**src/hdl/sta_pkg.sv**
```systemverilog
`timescale 1ns / 1ps
package sta_pkg;

  localparam int SLOTS     = 16384;
  localparam int SLOT_W    = $clog2(SLOTS);
  localparam int MAX_NAME  = 128;
  localparam int CNT_W     = $clog2(MAX_NAME + 1);
  localparam int KEY_WORDS = (MAX_NAME + 7) / 8;
  localparam int KW_W      = $clog2(KEY_WORDS);
  localparam int KEY_DEPTH = SLOTS * KEY_WORDS;

  localparam logic [7:0] CH_NL    = 8'h0a;
  localparam logic [7:0] CH_SEMI  = 8'h3b;
  localparam logic [7:0] CH_MINUS = 8'h2d;
  localparam logic [7:0] CH_ZERO  = 8'h30;
  localparam logic [7:0] CH_NINE  = 8'h39;

  localparam logic [9:0] TEMP_MAX = 10'd999;
  localparam logic [31:0] CNT_MAX = 32'hffff_ffff;

  typedef enum logic [1:0] {
    KIND_LINE = 2'd0,
    KIND_READ = 2'd1,
    KIND_FULL = 2'd2,
    KIND_LONG = 2'd3
  } kind_t;

  typedef enum logic [2:0] {
    PH_NAME = 3'b001,
    PH_TEMP = 3'b010,
    PH_SKIP = 3'b100
  } phase_t;

  // one table slot as kept in the slot memory
  typedef struct packed {
    logic               used;
    logic [7:0]         len;
    logic signed [10:0] mn;
    logic signed [10:0] mx;
    logic signed [47:0] sum;
    logic [31:0]        cnt;
  } meta_t;

  typedef struct packed {
    kind_t              kind;
    logic [13:0]        slot;
    logic               occupied;
    logic               inserted;
    logic [7:0]         name_len;
    logic signed [10:0] min_temp;
    logic signed [10:0] max_temp;
    logic signed [47:0] temp_sum;
    logic [31:0]        sample_count;
  } res_t;

  typedef struct packed {
    logic byte_take;
    logic read_rd;
    logic probe_start;
    logic meta_rd;
    logic slot_adv;
    logic word_adv;
    logic name_rd;
    logic key_rd;
    logic key_wr;
    logic clr_wr;
    logic res_read;
    logic res_ins;
    logic res_upd;
    logic res_full;
    logic res_long;
    logic out_load;
  } ctl_cmd_t;

  typedef struct packed {
    logic is_nl;
    logic ph_temp;
    logic ph_skip;
    logic used;
    logic len_eq;
    logic name_empty;
    logic word_eq;
    logic w_last;
    logic probe_last;
    logic clr_last;
    logic out_free;
  } dp_sts_t;

endpackage

```
**src/hdl/sta_controller.sv**
```systemverilog
`timescale 1ns / 1ps
module sta_controller (
  input  logic               clk,
  input  logic               rst,
  input  logic               in_valid,
  input  logic               in_command,
  output logic               in_ready,
  input  sta_pkg::dp_sts_t   sts,
  output sta_pkg::ctl_cmd_t  cmd
);
  import sta_pkg::*;

  typedef enum logic [11:0] {
    ST_CLEAR     = 12'b000000000001,
    ST_IDLE      = 12'b000000000010,
    ST_RD_META   = 12'b000000000100,
    ST_PROBE_RD  = 12'b000000001000,
    ST_PROBE_CHK = 12'b000000010000,
    ST_COPY_RD   = 12'b000000100000,
    ST_COPY_WR   = 12'b000001000000,
    ST_INSERT    = 12'b000010000000,
    ST_CMP_RD    = 12'b000100000000,
    ST_CMP_CHK   = 12'b001000000000,
    ST_UPDATE    = 12'b010000000000,
    ST_EMIT      = 12'b100000000000
  } state_t;

  state_t state, state_next;

  always_ff @(posedge clk) begin
    if (rst) begin
      state <= ST_CLEAR;
    end else begin
      state <= state_next;
    end
  end

  always_comb begin
    state_next = state;
    cmd        = '0;
    in_ready   = 1'b0;
    unique case (state)
      ST_CLEAR: begin
        cmd.clr_wr = 1'b1;
        if (sts.clr_last) state_next = ST_IDLE;
      end
      ST_IDLE: begin
        in_ready = 1'b1;
        if (in_valid) begin
          if (in_command) begin
            cmd.read_rd = 1'b1;
            state_next  = ST_RD_META;
          end else begin
            cmd.byte_take = 1'b1;
            if (sts.is_nl && sts.ph_temp) begin
              cmd.probe_start = 1'b1;
              state_next      = ST_PROBE_RD;
            end else if (sts.is_nl && sts.ph_skip) begin
              cmd.res_long = 1'b1;
              state_next   = ST_EMIT;
            end
          end
        end
      end
      ST_RD_META: begin
        cmd.res_read = 1'b1;
        state_next   = ST_EMIT;
      end
      ST_PROBE_RD: begin
        cmd.meta_rd = 1'b1;
        state_next  = ST_PROBE_CHK;
      end
      ST_PROBE_CHK: begin
        if (!sts.used) begin
          state_next = sts.name_empty ? ST_INSERT : ST_COPY_RD;
        end else if (sts.len_eq) begin
          state_next = sts.name_empty ? ST_UPDATE : ST_CMP_RD;
        end else if (sts.probe_last) begin
          cmd.res_full = 1'b1;
          state_next   = ST_EMIT;
        end else begin
          cmd.slot_adv = 1'b1;
          state_next   = ST_PROBE_RD;
        end
      end
      ST_COPY_RD: begin
        cmd.name_rd = 1'b1;
        state_next  = ST_COPY_WR;
      end
      ST_COPY_WR: begin
        cmd.key_wr = 1'b1;
        if (sts.w_last) begin
          state_next = ST_INSERT;
        end else begin
          cmd.word_adv = 1'b1;
          state_next   = ST_COPY_RD;
        end
      end
      ST_INSERT: begin
        cmd.res_ins = 1'b1;
        state_next  = ST_EMIT;
      end
      ST_CMP_RD: begin
        cmd.name_rd = 1'b1;
        cmd.key_rd  = 1'b1;
        state_next  = ST_CMP_CHK;
      end
      ST_CMP_CHK: begin
        if (sts.word_eq) begin
          if (sts.w_last) begin
            state_next = ST_UPDATE;
          end else begin
            cmd.word_adv = 1'b1;
            state_next   = ST_CMP_RD;
          end
        end else if (sts.probe_last) begin
          cmd.res_full = 1'b1;
          state_next   = ST_EMIT;
        end else begin
          cmd.slot_adv = 1'b1;
          state_next   = ST_PROBE_RD;
        end
      end
      ST_UPDATE: begin
        cmd.res_upd = 1'b1;
        state_next  = ST_EMIT;
      end
      ST_EMIT: begin
        if (sts.out_free) begin
          cmd.out_load = 1'b1;
          state_next   = ST_IDLE;
        end
      end
      default: state_next = ST_CLEAR;
    endcase
  end

endmodule

```
**config.mk**
```make
export PLATFORM = sky130hd
export DESIGN_NAME = sta_controller
export DESIGN_NICKNAME = d
export VERILOG_FILES = /design/src/hdl/sta_pkg.sv /design/src/hdl/sta_controller.sv
export SDC_FILE = /design/constraint.sdc
export NUM_CORES = 1
export LEC_CHECK = 0
export ABC_AREA = 1
export BUFFER_PORTS_ARGS = -buffer_cell sky130_fd_sc_hd__clkbuf_2
export CORE_UTILIZATION = 56
export CTS_BUF_LIST = sky130_fd_sc_hd__clkbuf_4
export DETAILED_ROUTE_END_ITERATION = 16
export GPL_TIMING_DRIVEN = 1
export PLACE_DENSITY = 0.95
export SLEW_MARGIN = 5
export SYNTH_ARGS = -nofsm -noshare
export SYNTH_HDL_FRONTEND = slang
export SYNTH_SLANG_ARGS = --single-unit
```
**constraint.sdc**
```tcl
create_clock -name clk -period 2.1 [get_ports clk]
set_input_delay 0.42 -clock clk [delete_from_list [all_inputs] [get_ports clk]]
set_output_delay 0.42 -clock clk [all_outputs]
set_load 0.05 [all_outputs]
```
# Word-level counts from Yosys, hierarchy flattened
# Index checks and enable logic that the tools add are counted.
dict set report word_totals {
  word_cells 72
  output_inout_bits 17
  regBits 12
  in_bits 15
}
dict set report classes {
  n_eq_ne 16
  n_mux 50
  reduce_logical 5
}
# operator n
set op_table {}
lappend op_table {{2-to-1 mux 12 bit} 10}
lappend op_table {{case mux 12 bit (10 select lines)} 1}
lappend op_table {{2-to-1 mux 1 bit} 30}
lappend op_table {{2-to-1 mux 11 bit} 2}
lappend op_table {{2-to-1 mux 8 bit} 2}
lappend op_table {{== test 12 x 1 -> 1 bit (second input constant)} 1}
lappend op_table {{== test 12 x 10 -> 1 bit (second input constant)} 1}
lappend op_table {{== test 12 x 11 -> 1 bit (second input constant)} 1}
lappend op_table {{== test 12 bit (second input constant)} 1}
lappend op_table {{== test 12 x 2 -> 1 bit (second input constant)} 1}
lappend op_table {{== test 12 x 3 -> 1 bit (second input constant)} 1}
lappend op_table {{== test 12 x 4 -> 1 bit (second input constant)} 1}
lappend op_table {{== test 12 x 5 -> 1 bit (second input constant)} 1}
lappend op_table {{== test 12 x 6 -> 1 bit (second input constant)} 1}
lappend op_table {{== test 12 x 7 -> 1 bit (second input constant)} 1}
lappend op_table {{== test 12 x 8 -> 1 bit (second input constant)} 1}
lappend op_table {{== test 12 x 9 -> 1 bit (second input constant)} 1}
lappend op_table {{2-to-1 mux 3 bit} 2}
lappend op_table {{inequality test 2 bit (second input constant)} 3}
lappend op_table {{case mux 1 bit (2 select lines)} 3}
lappend op_table {{inequality test 4 bit (second input constant)} 1}
lappend op_table {{AND reduction 4 bit} 1}
lappend op_table {{OR reduction 3 bit} 1}
lappend op_table {{logical AND 1 bit} 2}
lappend op_table {{OR reduction 2 bit} 1}

# Depth between registers and ports, before layout
dict set report logic_depth {
  ltp_word 6
  ltp_mapped 10
  depth_no_buf 10
}

# Worst setup path before layout
# No wires, ideal clock.
dict set report synth_path {
  path_type {register -> output}
  startpoint {reg state[8]}
  endpoint {out cmd[1] (netlist name)}
  stages_incl_launch_ff 6
  n_path_buf 0
  setup_slack_ps -202
  arrival_time_ps 1882
  path_cell_list {dfxtp_1 nor2_2 nand2_4 nor2_8 nand4_1 nor3_1}
}
# item line
set synth_lines {}
lappend synth_lines {{from (decl)} sta_controller.sv:28} ;# state_t state, state_next;
lappend synth_lines {{from (signal assigned)} sta_controller.sv:34} ;# state <= state_next;
lappend synth_lines {{to (decl)} sta_controller.sv:9} ;# output sta_pkg::ctl_cmd_t cmd

==> results.py <==
metrics = {
    "run_status": {
        "status": "finished clean",
    },
    "synthesis": {
        "adder_cell_share_of_the_synthesized_area": 0,
        "yosysSeqAreaShare": 0.241,
        "mapped_cells": 174,
        "ys_seq_elements": 12,
        "synth_mux_area_frac": 0,
        "synth.avg_cell_area_um2": 5.74,
        "syn-cell-area_um2": 998,
        "synth_cell_types": 20,
        "yosysWarningCount": 0,
        "synthXorXnorAreaFrac": 0,
        "synthSimpleGateAreaFrac": 0.568,
        "synth_top_family_by_area": "simple AND/OR/NAND/NOR gates",
        "synth.net_count": 189,
        "synth_compound_area_frac": 0.0489,
    },
    "drt": {
        "wl_per_cell_um": 13.4,
        "drtAntennaViolNets": 0,
        "drtIter0Drc": 82,
        "detailed_routing_iteration_count_for_the_pre_antenna_repair_pass": 8,
        "drc_errors": 0,
        "per_cell_via_count_in_the_routed_design": 5.68,
        "route.vias.total": 1289,
        "route.final.wire_length_um": 3040,
    },
    "timing": {
        "layout_worst_path_cycle_share": 0.989,
        "finalSetupTns_ns": 0,
        "post-route-min-period_ns": 2.08,
        "report.final.slew_viol_count": 0,
        "slew_headroom": 0.810,
        "number_of_hold_violations_in_the_final_report": 0,
        "worst_hold_slack_ns": 0.419,
        "report.final.setup_viol": 0,
        "clock.fmax_mhz": 481,
        "max_slew.worst_pin.slew_ns": 0.283,
        "timing.final.ws_setup_ns": 0.0221,
        "fin_skew_ns": 0.0128,
    },
    "setup_path": {
        "crit_type": "reg2out",
        "worst_path_max_fanout": 5,
        "cp_data_required_time_ns": 1.68,
        "worst_path_cell_with_the_longest_stage_delay": "sky130_fd_sc_hd__dfxtp_1",
        "crit_family": "simple AND/OR/NAND/NOR gates",
        "path_buf_inv": 1,
        "crit_path_cell_trace": "nor2_2 > nand2_4 > nor2_8 > nand4_1 > nor3_2 > buf_6",
        "data_arrival_time_of_the_critical_path_ns": 1.66,
        "critPathMaxStageDelay_ns": 0.35,
        "end_kind": "output pin",
        "critPathLaunchType": "flop",
    },
    "cts": {
        "cts_htree_levels": 1,
        "cts_inserted_buffers": 3,
        "clk_lat_worst_skew_ns": 0.29,
        "cts-root-buf": "sky130_fd_sc_hd__clkbuf_4",
        "ctsLongestPathBuffers": 2,
        "cts_tree": "done",
        "cts_hold_repair.buffers": 0,
        "cts.sink_count": 12,
        "clock_pin_slew_reported_for_the_worst_setup_and_hold_paths_after_clock_tree_synthesis_ns": 0.07,
    },
    "cells_and_area": {
        "area_delta_synth_final_pct": 27.7,
        "nNetsFinal": 227,
        "largest_registers_in_the_final_layout": "state x12",
        "final_area_um2": 1270,
        "largest_register_ffs": 12,
        "n_antenna_cell": 0,
        "final_cell_count_no_fill": 227,
        "fill_cells": 118,
        "layout-drive-gt1-share": 0.270,
        "finish.utilization": 0.809,
        "register_containing_the_most_flip_flops_in_the_final_layout": "state",
    },
    "place": {
        "port_buffers": 31,
        "place_inst": 220,
        "placed_area_um2": 1180,
        "gp_congestion": 0.840,
        "placement.setup.worst_slack_ns": 0.300,
        "place_hpwl_um": 2230,
    },
    "floorplanning": {
        "initial_utilization": 0.633,
        "io_pins": 32,
        "dieArea_um2": 1960,
        "floorplan.core_area_um2": 1580,
        "placement_rows": 14,
        "die-height_um": 44.2,
        "fp.dieW_um": 44.2,
    },
    "power_and_ir_drop": {
        "irDropWorstVdd_mv": 0.522,
        "total_power_uw": 885,
        "powerDensity_nw_per_um2": 694,
        "leakage_nw": 0.771,
    },
    "global_routing": {
        "grt_max_degree": 12,
        "total_routing_resource_utilization_after_global_routing": 0.297,
        "global_route_congestion_overflow_total": 0,
        "grt_antenna_before_repair": 0,
        "grt_pass1_wl_um": 4250,
        "number_of_global_route_vias_before_repair": 1069,
    },
    "hold_path": {
        "min-delay-path-class": "in2reg",
    },
    "run": {
        "maxCapViolations": 0,
    },
}
## cells by family (layout without fill, tap and decap cells)
| family | Yosys count | after routing |
|---|---|---|
| and+or+nand+nor | 115 | 116 |
| DFF | 12 | 12 |
| AOI/OAI and AO/OA | 9 | 9 |
| buffers and inverters | 38 | 74 |
## cell usage in the layout (no fill, tap or decap), types with 2 or more instances in the layout
cell and count:
sky130_fd_sc_hd__nand2_1 49, sky130_fd_sc_hd__inv_1 36, sky130_fd_sc_hd__clkbuf_2 24, sky130_fd_sc_hd__nor2_1 21
sky130_fd_sc_hd__nand3_1 13, sky130_fd_sc_hd__dfxtp_1 12, sky130_fd_sc_hd__nor3_1 8, sky130_fd_sc_hd__nor2_4 6
sky130_fd_sc_hd__a21oi_1 5, sky130_fd_sc_hd__clkbuf_4 5, sky130_fd_sc_hd__nor2_2 4, sky130_fd_sc_hd__buf_4 4
sky130_fd_sc_hd__nor3_2 3, sky130_fd_sc_hd__nand3b_1 3, sky130_fd_sc_hd__nand4_1 3, sky130_fd_sc_hd__o21ai_0 3
sky130_fd_sc_hd__nand2_4 2, sky130_fd_sc_hd__buf_6 2
## layer usage
metal  wire, um  GRT usage
met5          0          0
met3        266     0.0694
met1       1090      0.338
met2       1600      0.538
met4         86     0.0970
## area by class of cell
cell class / count / area, um2 / share of cell area
timing repair buffer: 33 / 193 / 0.151
inverter: 37 / 139 / 0.109
multi-input combinational: 125 / 657 / 0.515
tap: 16 / 20.0 / 0.0157
clock inverter: 1 / 3.75 / 0.00294
clock buffer: 3 / 22.5 / 0.0177
sequential: 12 / 240 / 0.188
## repair_timing
item                                   4_1_cts  5_1_grt
buffers inserted                             0        2
setup endpoints to repair                    3       11
gates resized for setup                      3       17
gates cloned                                 0        1
pin swaps                                    0        3
endpoints found under the hold margin        0        0
## worst register-to-register path, cell delays in order (launching register included)
cell                      delay (ns)
sky130_fd_sc_hd__dfxtp_1        0.35
sky130_fd_sc_hd__nor2_2         0.18
sky130_fd_sc_hd__nand2_4        0.12
sky130_fd_sc_hd__nor2_4         0.17
sky130_fd_sc_hd__buf_4          0.13
sky130_fd_sc_hd__nand3_2        0.12
sky130_fd_sc_hd__o21ai_0        0.12
sky130_fd_sc_hd__nor2_1         0.08
sky130_fd_sc_hd__nand2_1        0.11
sky130_fd_sc_hd__a21oi_2        0.07
## cells in the mapped netlist
master,count,area [um2]
sky130_fd_sc_hd__nand3b_1,3,22.5
sky130_fd_sc_hd__nor2_2,3,18.8
sky130_fd_sc_hd__nor3_1,11,55.1
sky130_fd_sc_hd__nor2_8,1,20.0
sky130_fd_sc_hd__nand2_1,49,184
sky130_fd_sc_hd__nand3_4,1,17.5
sky130_fd_sc_hd__nand4_1,3,18.8
sky130_fd_sc_hd__nand3_2,1,10.0
sky130_fd_sc_hd__nand2_2,2,12.5
sky130_fd_sc_hd__a21oi_1,5,25.0
sky130_fd_sc_hd__nand2_4,1,11.3
sky130_fd_sc_hd__nand3_1,13,65.1
sky130_fd_sc_hd__inv_1,36,135
sky130_fd_sc_hd__dfxtp_1,12,240
sky130_fd_sc_hd__nor2_1,23,86.3
sky130_fd_sc_hd__inv_2,1,3.75
sky130_fd_sc_hd__a21oi_2,1,8.76
sky130_fd_sc_hd__nor2_4,4,45.0
sky130_fd_sc_hd__o21ai_0,3,15.0
sky130_fd_sc_hd__clkbuf_1,1,3.75
## worst paths after layout
kind	start	endpoint	slack, ns	cells after the start
min reg2reg	state[1]	state[1]	0.54	2
max reg2reg	state[4]	state[1]	0.53	9
min	sts[3]	state[7]	0.42	3
max	state[4]	cmd[1]	0.02	6
## power by group
part,internal (mW),switching (mW)
registers,0.247,0.0220
clock network,0.0692,0.0875
logic,0.136,0.323
total,0.453,0.433
Note: power is estimated with default switching activity, not from simulation.
